### config.mk
export PLATFORM = sky130hd
export DESIGN_NAME = websocket_frame_deframer_unit
export DESIGN_NICKNAME = d
export VERILOG_FILES = /design/src/hw/rtl/wsfd_pkg.sv /design/src/hw/rtl/websocket_frame_deframer_unit.sv /design/src/hw/rtl/wsfd_parse.sv
export SDC_FILE = /design/constraint.sdc
export NUM_CORES = 1
export LEC_CHECK = 0
export BUFFER_PORTS_ARGS = -buffer_cell sky130_fd_sc_hd__buf_2
export CAP_MARGIN = 20
export CELL_PAD_IN_SITES_DETAIL_PLACEMENT = 0
export CELL_PAD_IN_SITES_GLOBAL_PLACEMENT = 1
export CORE_MARGIN = 2
export CORE_UTILIZATION = 30
export DETAILED_ROUTE_END_ITERATION = 8
export HOLD_SLACK_MARGIN = 0.03
export PLACE_DENSITY = 0.63
export SYNTH_ARGS = -nofsm -noshare
export SYNTH_HDL_FRONTEND = slang
export SYNTH_HIERARCHICAL = 1
export SYNTH_SLANG_ARGS = --single-unit
### constraint.sdc
create_clock -name clock -period 3.5 [get_ports clock]
set_input_delay 0.35 -clock clock [delete_from_list [all_inputs] [get_ports clock]]
set_output_delay 0.35 -clock clock [all_outputs]
set_load 0.03 [all_outputs]
### src/hw/rtl/wsfd_pkg.sv
`timescale 1ns / 1ps
`default_nettype none
// ----------------------------------------------------------------------------
// wsfd_pkg
// Types and constants shared by the frame deframer modules.
// ----------------------------------------------------------------------------
package wsfd_pkg;

   typedef enum logic [5:0] {
      PH_HDR0 = 6'b000001,
      PH_HDR1 = 6'b000010,
      PH_EXT  = 6'b000100,
      PH_MASK = 6'b001000,
      PH_DATA = 6'b010000,
      PH_SKIP = 6'b100000
   } phase_type;

   typedef struct packed {
      logic       emit;
      logic [7:0] payload_byte;
      logic       payload_last;
      logic       truncated;
   } step_result_type;

   localparam logic [7:0] FIN_BIT        = 8'h80;
   localparam logic [7:0] OPCODE_FIELD   = 8'h0F;
   localparam logic [7:0] OPCODE_TEXT    = 8'h01;
   localparam logic [7:0] MASK_BIT       = 8'h80;
   localparam logic [7:0] LEN7_FIELD     = 8'h7F;
   localparam logic [6:0] LEN_EXT16      = 7'd126;
   localparam logic [6:0] LEN_EXT64      = 7'd127;
   localparam logic [3:0] EXT16_BYTES    = 4'd2;
   localparam logic [3:0] EXT64_BYTES    = 4'd8;
   localparam logic [2:0] MASK_KEY_BYTES = 3'd4;

endpackage
`default_nettype wire

### src/hw/rtl/websocket_frame_deframer_unit.sv
`timescale 1ns / 1ps
`default_nettype none
// ----------------------------------------------------------------------------
// websocket_frame_deframer_unit
// Receive-side frame deframer: final text frames only, unmasks payload bytes.
// ----------------------------------------------------------------------------
//  channel  dir  handshake            fields
//  req_     in   req_valid/req_ready  rx_byte[7:0], chunk_end
//  rsp_     out  rsp_valid/rsp_ready  payload_byte[7:0], payload_last, truncated
//
//  One word per cycle sustained while rsp_ready holds; each word passes the
//  input register, then the parse step into the result register.
//  The input register steps whenever the result register is empty or drained
//  in the same cycle, so a stalled result holds at most one word behind it.
//  Synchronous reset returns the parser to the first header byte and empties
//  both registers.
// ----------------------------------------------------------------------------
module websocket_frame_deframer_unit (
   input  wire logic       clock,
   input  wire logic       reset,
   input  wire logic       req_valid,
   output logic            req_ready,
   input  wire logic [7:0] req_rx_byte,
   input  wire logic       req_chunk_end,
   output logic            rsp_valid,
   input  wire logic       rsp_ready,
   output logic [7:0]      rsp_payload_byte,
   output logic            rsp_payload_last,
   output logic            rsp_truncated
);

   logic       in_valid_ff;
   logic [7:0] in_byte_ff;
   logic       in_end_ff;
   logic       out_valid_ff;
   logic [7:0] out_byte_ff;
   logic       out_last_ff;
   logic       out_trunc_ff;
   logic       step;
   wsfd_pkg::step_result_type result;

   assign step      = in_valid_ff && (!out_valid_ff || rsp_ready);
   assign req_ready = !in_valid_ff || step;

   wsfd_parse u_parse (
      .clock     (clock),
      .reset     (reset),
      .step_en   (step),
      .rx_byte   (in_byte_ff),
      .chunk_end (in_end_ff),
      .result    (result)
   );

   always_ff @(posedge clock) begin
      if (reset) begin
         in_valid_ff <= 1'b0;
      end else if (req_ready) begin
         in_valid_ff <= req_valid;
      end
      if (req_ready && req_valid) begin
         in_byte_ff <= req_rx_byte;
         in_end_ff  <= req_chunk_end;
      end
   end

   always_ff @(posedge clock) begin
      if (reset) begin
         out_valid_ff <= 1'b0;
      end else if (step) begin
         out_valid_ff <= result.emit;
      end else if (rsp_ready) begin
         out_valid_ff <= 1'b0;
      end
      if (step && result.emit) begin
         out_byte_ff  <= result.payload_byte;
         out_last_ff  <= result.payload_last;
         out_trunc_ff <= result.truncated;
      end
   end

   assign rsp_valid        = out_valid_ff;
   assign rsp_payload_byte = out_byte_ff;
   assign rsp_payload_last = out_last_ff;
   assign rsp_truncated    = out_trunc_ff;

endmodule
`default_nettype wire

### src/hw/rtl/wsfd_parse.sv
`timescale 1ns / 1ps
`default_nettype none
// ----------------------------------------------------------------------------
// wsfd_parse
// Frame header, length and mask key tracking; one byte per step, unmask.
// ----------------------------------------------------------------------------
module wsfd_parse (
   input  wire logic                      clock,
   input  wire logic                      reset,
   input  wire logic                      step_en,
   input  wire logic [7:0]                rx_byte,
   input  wire logic                      chunk_end,
   output wsfd_pkg::step_result_type      result
);

   wsfd_pkg::phase_type phase_ff, phase_in;
   logic [3:0]          ext_left_ff, ext_left_in;
   logic [63:0]         length_ff, length_in;
   logic [63:0]         count_ff, count_in;
   logic [31:0]         key_ff, key_in;
   logic [2:0]          key_left_ff, key_left_in;
   logic                masked_ff, masked_in;

   logic [6:0]  len7;
   logic [7:0]  key_byte;
   logic [63:0] count_inc;
   wsfd_pkg::phase_type after_len;

   always_comb begin
      len7      = 7'(rx_byte & wsfd_pkg::LEN7_FIELD);
      count_inc = count_ff + 64'd1;
      case (count_ff[1:0])
         2'd0:    key_byte = key_ff[31:24];
         2'd1:    key_byte = key_ff[23:16];
         2'd2:    key_byte = key_ff[15:8];
         default: key_byte = key_ff[7:0];
      endcase
      if (!masked_ff) begin
         key_byte = 8'h00;
      end
   end

   always_comb begin
      phase_in    = phase_ff;
      ext_left_in = ext_left_ff;
      length_in   = length_ff;
      count_in    = count_ff;
      key_in      = key_ff;
      key_left_in = key_left_ff;
      masked_in   = masked_ff;
      result      = '0;
      after_len   = wsfd_pkg::PH_SKIP;

      case (phase_ff)
         wsfd_pkg::PH_HDR0: begin
            if ((rx_byte & wsfd_pkg::FIN_BIT) != 8'h00 &&
                (rx_byte & wsfd_pkg::OPCODE_FIELD) == wsfd_pkg::OPCODE_TEXT) begin
               phase_in = wsfd_pkg::PH_HDR1;
            end else begin
               phase_in = wsfd_pkg::PH_SKIP;
            end
         end
         wsfd_pkg::PH_HDR1: begin
            masked_in = (rx_byte & wsfd_pkg::MASK_BIT) != 8'h00;
            if (len7 == wsfd_pkg::LEN_EXT16) begin
               length_in   = 64'd0;
               ext_left_in = wsfd_pkg::EXT16_BYTES;
               phase_in    = wsfd_pkg::PH_EXT;
            end else if (len7 == wsfd_pkg::LEN_EXT64) begin
               length_in   = 64'd0;
               ext_left_in = wsfd_pkg::EXT64_BYTES;
               phase_in    = wsfd_pkg::PH_EXT;
            end else begin
               length_in = 64'(len7);
               if (masked_in) begin
                  key_left_in = wsfd_pkg::MASK_KEY_BYTES;
                  key_in      = 32'd0;
                  phase_in    = wsfd_pkg::PH_MASK;
               end else begin
                  count_in = 64'd0;
                  phase_in = (len7 == 7'd0) ? wsfd_pkg::PH_SKIP : wsfd_pkg::PH_DATA;
               end
            end
         end
         wsfd_pkg::PH_EXT: begin
            length_in   = {length_ff[55:0], rx_byte};
            ext_left_in = ext_left_ff - 4'd1;
            if (ext_left_in == 4'd0) begin
               if (masked_ff) begin
                  key_left_in = wsfd_pkg::MASK_KEY_BYTES;
                  key_in      = 32'd0;
                  phase_in    = wsfd_pkg::PH_MASK;
               end else begin
                  count_in  = 64'd0;
                  after_len = (length_in == 64'd0) ? wsfd_pkg::PH_SKIP
                                                   : wsfd_pkg::PH_DATA;
                  phase_in  = after_len;
               end
            end
         end
         wsfd_pkg::PH_MASK: begin
            key_in      = {key_ff[23:0], rx_byte};
            key_left_in = key_left_ff - 3'd1;
            if (key_left_in == 3'd0) begin
               count_in = 64'd0;
               phase_in = (length_ff == 64'd0) ? wsfd_pkg::PH_SKIP : wsfd_pkg::PH_DATA;
            end
         end
         wsfd_pkg::PH_DATA: begin
            result.emit         = 1'b1;
            result.payload_byte = rx_byte ^ key_byte;
            count_in            = count_inc;
            if (count_inc == length_ff) begin
               result.payload_last = 1'b1;
               phase_in            = wsfd_pkg::PH_SKIP;
            end
         end
         default: begin
         end
      endcase

      if (chunk_end) begin
         if (result.emit) begin
            if (!result.payload_last) begin
               result.payload_last = 1'b1;
               result.truncated    = 1'b1;
            end
         end else if (phase_in == wsfd_pkg::PH_EXT ||
                      ((phase_in == wsfd_pkg::PH_MASK || phase_in == wsfd_pkg::PH_DATA)
                       && length_in != 64'd0)) begin
            result.emit         = 1'b1;
            result.payload_byte = 8'h00;
            result.payload_last = 1'b1;
            result.truncated    = 1'b1;
         end
         phase_in    = wsfd_pkg::PH_HDR0;
         ext_left_in = 4'd0;
         key_left_in = 3'd0;
      end
   end

   always_ff @(posedge clock) begin
      if (reset) begin
         phase_ff    <= wsfd_pkg::PH_HDR0;
         ext_left_ff <= 4'd0;
         length_ff   <= 64'd0;
         count_ff    <= 64'd0;
         key_ff      <= 32'd0;
         key_left_ff <= 3'd0;
         masked_ff   <= 1'b0;
      end else if (step_en) begin
         phase_ff    <= phase_in;
         ext_left_ff <= ext_left_in;
         length_ff   <= length_in;
         count_ff    <= count_in;
         key_ff      <= key_in;
         key_left_ff <= key_left_in;
         masked_ff   <= masked_in;
      end
   end

endmodule
`default_nettype wire

### Word level (Yosys, flattened, before mapping)

Index checks and enable logic that the tools add are counted.

| cells by class | value |
|---|---|
| add/sub/neg operators | 3 |
| eq/ne operators | 28 |
| multiplexer cells | 51 |
| bitwise gates (word level) | 1 |
| reductions and logical operators | 28 |

Operators by type and width:

| kind | count |
|---|---|
| 64-bit two-way mux | 7 |
| 64-bit one-hot mux with 4 select lines | 1 |
| 32-bit two-way mux | 5 |
| 64-bit zero test | 2 |
| 64-bit one-hot mux with 2 select lines | 1 |
| 32-bit one-hot mux with 3 select lines | 1 |
| 6-bit two-way mux | 12 |
| 64-bit by 1-bit adder with 64-bit output, second input constant | 1 |
| 64-bit == test | 1 |
| 64-bit nonzero test | 1 |
| 6-bit one-hot mux with 5 select lines | 1 |
| 8-bit one-hot mux with 3 select lines | 1 |
| 11-bit two-way mux | 2 |
| 3-bit two-way mux | 6 |
| 7-bit == test, second input constant | 2 |
| 7-bit AND reduction | 2 |
| 6-bit by 3-bit == test with 1-bit output, second input constant | 2 |
| 6-bit by 4-bit == test with 1-bit output, second input constant | 2 |
| 6-bit by 5-bit == test with 1-bit output, second input constant | 2 |
| 4-bit two-way mux | 3 |
| 10-bit two-way mux | 1 |
| 2-bit inequality test, second input constant | 5 |
| 9-bit two-way mux | 1 |
| 3-bit inequality test, second input constant | 3 |
| other kinds (30) | 46 |

| word-level totals | value |
|---|---|
| bits in registers | 195 |
| input port bits | 13 |
| output and inout port bits | 12 |
| word-level logic and storage cells | 125 |

### Depth between registers and ports, before layout

| depth | value |
|---|---|
| depth after elaboration | 14 |
| depth in mapped cells | 12 |
| mapped depth without buffers | 12 |

### Hierarchy

Netlist, hierarchy kept.

By module, submodules not included:

| module | times used | cells each | area each (um^2) | seq. area each (um^2) |
|---|---|---|---|---|
| wsfd_parse | 1 | 1,385 | 10,650.2 | 3,483.3 |
| websocket_frame_deframer_unit | 1 | 30 | 673.1 | 610.6 |

### Worst setup path after synthesis

OpenSTA, ideal clock, no wires.

| timing | value |
|---|---|
| path kind | register to register |
| start | register u_parse.ext_left_ff[0] |
| end | register out_byte_ff[0], in the netlist rsp_payload_byte[0] (enable) |
| library setup time | 377 ps |
| data arrival time | 2,888 ps |
| required time | 3,123 ps |
| path slack | 234 ps |
| stages on the path, launching flop included | 12 |
| path buffers | 0 |
| clock period less this slack | 3,266 ps |
| path through | dfxtp_1 > inv_1 > ha_1 > o41ai_1 > a21oi_1 > a41oi_1 > o211ai_1 > a2111oi_0 > a41oi_1 > nand3_1 > nand2_1 > nor2b_1 |

RTL lines:

| item | RTL line | source |
|---|---|---|
| from (decl) | wsfd_parse.sv:17 | `logic [3:0] ext_left_ff, ext_left_in;` |
| from (signal assigned) | wsfd_parse.sv:153 | `ext_left_ff <= ext_left_in;` |
| to (signal assigned) | websocket_frame_deframer_unit.sv:75 | `out_byte_ff <= result.payload_byte;` |
| to (decl) | websocket_frame_deframer_unit.sv:36 | `logic [7:0] out_byte_ff;` |

### Worst setup path after layout

| timing | value |
|---|---|
| start | register u_parse.count_ff[8] |
| end | register out_trunc_ff, in the netlist rsp_truncated, data pin |

| on the way | value |
|---|---|
| cells in the longest elaborated chain, start to end | 10 |
| elaborated cells on any way between the ends | 15 |
| those cells by class | 1 x add/sub; 4 x eq/ne; 7 x mux; 3 x reduce/logical |

Ends and longest elaborated chain:

| item | RTL line | source |
|---|---|---|
| from (decl) | wsfd_parse.sv:19 | `logic [63:0] count_ff, count_in;` |
| from (signal assigned) | wsfd_parse.sv:155 | `count_ff <= count_in;` |
| 64-bit by 1-bit adder with 64-bit output (*) | wsfd_parse.sv:31 | `count_inc = count_ff + 64'd1;` |
| 64-bit == test (*) | wsfd_parse.sv:113 | `if (count_inc == length_ff) begin` |
| 6-bit two-way mux | wsfd_parse.sv:113 |  |
| 6-bit one-hot mux with 5 select lines | wsfd_parse.sv:54 | `case (phase_ff)` |
| 6-bit by 4-bit == test with 1-bit output / 6-bit by 5-bit == test with 1-bit output (equally long branches) | wsfd_parse.sv:129 | `((phase_in == wsfd_pkg::PH_MASK \|\| phase_in == wsfd_pkg::PH_DATA)` |
| 1-bit logical OR | wsfd_parse.sv:129 |  |
| 1-bit logical AND | wsfd_parse.sv:130 | `&& length_in != 64'd0)) begin` |
| 1-bit logical OR | wsfd_parse.sv:128 | `end else if (phase_in == wsfd_pkg::PH_EXT \|\|` |
| 11-bit two-way mux | wsfd_parse.sv:128 |  |
| 2-bit two-way mux (*) | wsfd_parse.sv:123 | `if (result.emit) begin` |
| to (signal assigned) | websocket_frame_deframer_unit.sv:77 | `out_trunc_ff <= result.truncated;` |
| to (decl) | websocket_frame_deframer_unit.sv:38 | `logic out_trunc_ff;` |

Every way passes the cells marked *; elsewhere a longest branch is shown, timed or not.
A chain may end at the register's enable or synchronous reset.

==> summary.md <==
| Metric | Value |
|---|---|
| Die height | 198 µm |
| Antenna Cells | 0 |
| Reg2reg end | rsp_truncated$_DFFE_PP_ |
| Vias in the first global route | 10800 |
| Peak supply drop | 368 µV |
| WP depth | 11 |
| FF-to-FF Start | u_parse/count_ff[8]$_SDFFE_PP0P_ |
| DRC | 0 |
| Max_cap viols | 0 |
| Main synth FF type | dfxtp_1 |
| RSZ-0062 raised after global routing | yes |
| Final Hold Violating Endpoints | 0 |
| Root Buffer | clkbuf_16 |
| Mapped Cells | 1415 |
| Type of the worst setup path | reg -> reg |
| Most used cell, CP | buf_4 |
| # port buffers | 24 |
| Flop2flop setup slack | 0.1 ns |
| TritonRoute pass-1 iters | 5 |
| CTS tree | yes |
| Crit-path max FO | 10 |
| Core Area | 37400 µm² |
| Die ar. | 39300 µm² |
| Seq/Total Area, Yosys | 0.362 |
| Post-DRT Antenna Nets | 0 |
| Critical Path RT | 3.72 ns |
| Reg2Reg Depth | 11 |
| Crit path buf inv count | 2 |
| CP peak stage delay | 0.55 ns |
| Clk_lat worst skew | 0.47 ns |
| Post-synth cell types | 81 |
| Clk sinks | 195 |
| Initial core utilization | 0.303 |
| Initial antenna violation count | 0 |
| CP cell instances | nand4_4 > buf_4 > nor4_2 > buf_4 > nand3_1 > or4_1 > a211o_1 > a2111o_1 > nor3_2 > nand4_1 > and3_1 |
| Post-synthesis net count | 1437 |
| Overflow after GRT | 0 |
| Actual slew at the worst max-slew pin | 0.916 ns |
| Crit path capture type | flop |
| Clock-pin slew on the worst setup and hold paths | 0.08 ns |
| Yosys warns | 6 |
| I/O pins | 25 |
| Hold crit path type | in -> reg |
| GPL Wtd Cong | 0.921 |
| Minimum clock period after layout | 3.40 ns |
| Crit-path slowest cell | or4_1 |
| Mean post-synth cell area | 8.00 µm² |
| Starting DRT DRC Count | 925 |
| Share of cells above drive strength 1 | 0.186 |
| Post-DP HPWL | 29600 µm |
| Async SR Flop Fraction | 0 |
| Leak | 4.77 nW |
| Final setup vio count | 0 |
| Post-cts hold buffer count | 0 |
| Pin count of the biggest net entering global routing | 116 |
| Status | completed |
| P per Cell Area | 328 nW/µm² |
| F_max | 0.294 GHz |
| Via density | 5.56 |
| Final Power | 4.46 mW |
| WP data arrival | 3.63 ns |
| Critical Path Sink | rsp_truncated$_DFFE_PP_ |
| Pre-CTS setup slack | 0.0575 ns |
| Synth Cell Area | 11300 µm² |
| First-pass GRT wire length | 63200 µm |
| Rows | 71 |
| EDFF count, synth | 19 |
| GRT Total Usage | 0.211 |
| CTS buffer count | 17 |
| Synth Register Bits | 195 |
| Die W | 198 µm |
| Routed WL per cell | 20.1 µm |
| Via count | 11400 |
| Worst relative slew slack | 0.389 |
| Nature of the critical path startpoint | flop |
| CTS H-tree lvls | 4 |
| Skew final | 0.0150 ns |
| Fin crit share | 0.973 |
| Clock Tree Buf Depth | 2 |
| Layout Nets | 1546 |
| Top Family by Delay on Critical Path | simple AND/OR/NAND/NOR gates |
| CP Launch Point | u_parse/count_ff[8]$_SDFFE_PP0P_ |
| Final Slew Violations | 0 |
| Syn-to-layout area delta | 20.2% |
| Final WS setup | 0.0958 ns |
| Routed WL | 41200 µm |
## registers in the layout (all words and copies together) (netlist names), 3 cells and up
| register | count |
|---|---|
| u_parse/count_ff | 64 |
| u_parse/phase_ff | 6 |
| u_parse/key_left_ff | 3 |
| u_parse/ext_left_ff | 4 |
| u_parse/key_ff | 32 |
| rsp_payload_byte | 8 |
| u_parse/length_ff | 64 |
| in_byte_ff | 8 |
## metrics by stage
step / hold slack, ns / setup TNS, ns / std cells / util / area [µm²]
after floorplan: 0.419 / 0 / 1415 / - / 11300
after global placement: 0.440 / 0 / 2008 / 0.344 / 12900
after detailed placement: 0.447 / 0 / 2008 / 0.344 / 12900
after CTS: 0.0350 / 0 / 2040 / 0.361 / 13500
after global routing: 0.0318 / -0.0901 / 2048 / 0.364 / 13600
final: 0.0563 / 0 / 2048 / 0.364 / 13600
## power by group
part           switching (mW)  internal, mW  total, mW  leakage (nW)
Combinational          0.0826        0.0372      0.120          2.90
Sequential             0.0165          2.26       2.28          1.58
Clock                    1.06          1.00       2.06         0.292
## timing repair
item                       4_1_cts  5_1_grt
gates resized for setup          0       14
setup endpoints to repair        0       14
buffers inserted                 0        8
## cells in the mapped netlist, types with 5 or more instances
master / instances / share of area
dfxtp_1: 176 / 0.31
nor2_1: 160 / 0.053
a21oi_1: 132 / 0.058
nand2_1: 108 / 0.036
o21ai_0: 87 / 0.038
nand3_1: 81 / 0.036
clkbuf_1: 78 / 0.026
a22oi_1: 70 / 0.046
xnor2_1: 69 / 0.053
nor3_1: 41 / 0.018
or3_1: 36 / 0.020
xor2_1: 33 / 0.026
nand4_1: 28 / 0.015
nor4_1: 27 / 0.015
edfxtp_1: 19 / 0.050
and3_1: 18 / 0.0099
nand3b_1: 18 / 0.012
a31oi_1: 17 / 0.0094
and2_1: 16 / 0.0088
or4_1: 16 / 0.011
inv_1: 15 / 0.0050
buf_2: 11 / 0.0049
ha_1: 9 / 0.0099
a222oi_1: 8 / 0.0071
nand2b_1: 8 / 0.0044
and4_1: 6 / 0.0046
buf_1: 6 / 0.0020
buf_6: 6 / 0.0060
nor4_4: 6 / 0.011
o211ai_1: 6 / 0.0040
a32oi_1: 5 / 0.0039
clkbuf_8: 5 / 0.0061
## kinds of logic after synthesis
| family | after synthesis | synth area share |
|---|---|---|
| simple gates | 612 | 0.292 |
| compound gates | 373 | 0.205 |
| flops | 195 | 0.362 |
| buf+inv | 121 | 0.0497 |
| xor+xnor | 102 | 0.0789 |
| fa+ha+maj | 9 | 0.00994 |
| mux | 3 | 0.00265 |
## routing by layer
metal,wire [µm],vias up,GRT usage
li1,-,5425,-
met1,19000,5493,0.294
met2,18700,403,0.335
met3,2450,60,0.0322
met4,1030,0,0.0688
met5,0,-,0
## placed cells by master, fill, tap and decap left out, types with 9 or more instances in the layout
master       n
or4_1       16
ha_1         9
nand2_1    106
xor2_1      33
nor2_1     157
clkbuf_16   18
nand3b_1    18
and2_1      16
nand4_1     28
buf_4      169
nor4_1      24
o21ai_0     86
dfxtp_1    175
nand3_1     80
inv_1       15
xnor2_1     68
a31oi_1     17
buf_2       23
and3_1      18
a21oi_1    132
edfxtp_1    19
a22oi_1     70
nor3_1      38
or3_1       35
## area by class of cell
| cell class | instances | area (µm²) |
|---|---|---|
| fill | 3947 | 23800 |
| multi-input combinational | 1099 | 6770 |
| sequential | 195 | 4100 |
| timing repair buffer | 196 | 1450 |
| tap | 511 | 639 |
| clock buffer | 18 | 450 |
| clock inverter | 14 | 156 |
| inverter | 15 | 56.3 |
## worst min path at each step
| stage | startpoint | to | cells after the start |
|---|---|---|---|
| final | req_rx_byte[6] | in_byte_ff[6]$_DFFE_PP_ | 1 |
| after global routing | req_rx_byte[4] | in_byte_ff[4]$_DFFE_PP_ | 1 |
| after CTS | req_chunk_end | in_end_ff$_DFFE_PP_ | 1 |
| after detailed placement | u_parse/key_ff[31]$_SDFFE_PP0P_ | u_parse/key_ff[31]$_SDFFE_PP0P_ | 2 |
| after global placement | u_parse/key_ff[24]$_SDFFE_PP0P_ | u_parse/key_ff[24]$_SDFFE_PP0P_ | 2 |
| after floorplan | reset | in_valid_ff$_SDFFE_PP0P_ | 1 |
Power figures use the tool's default switching activity.
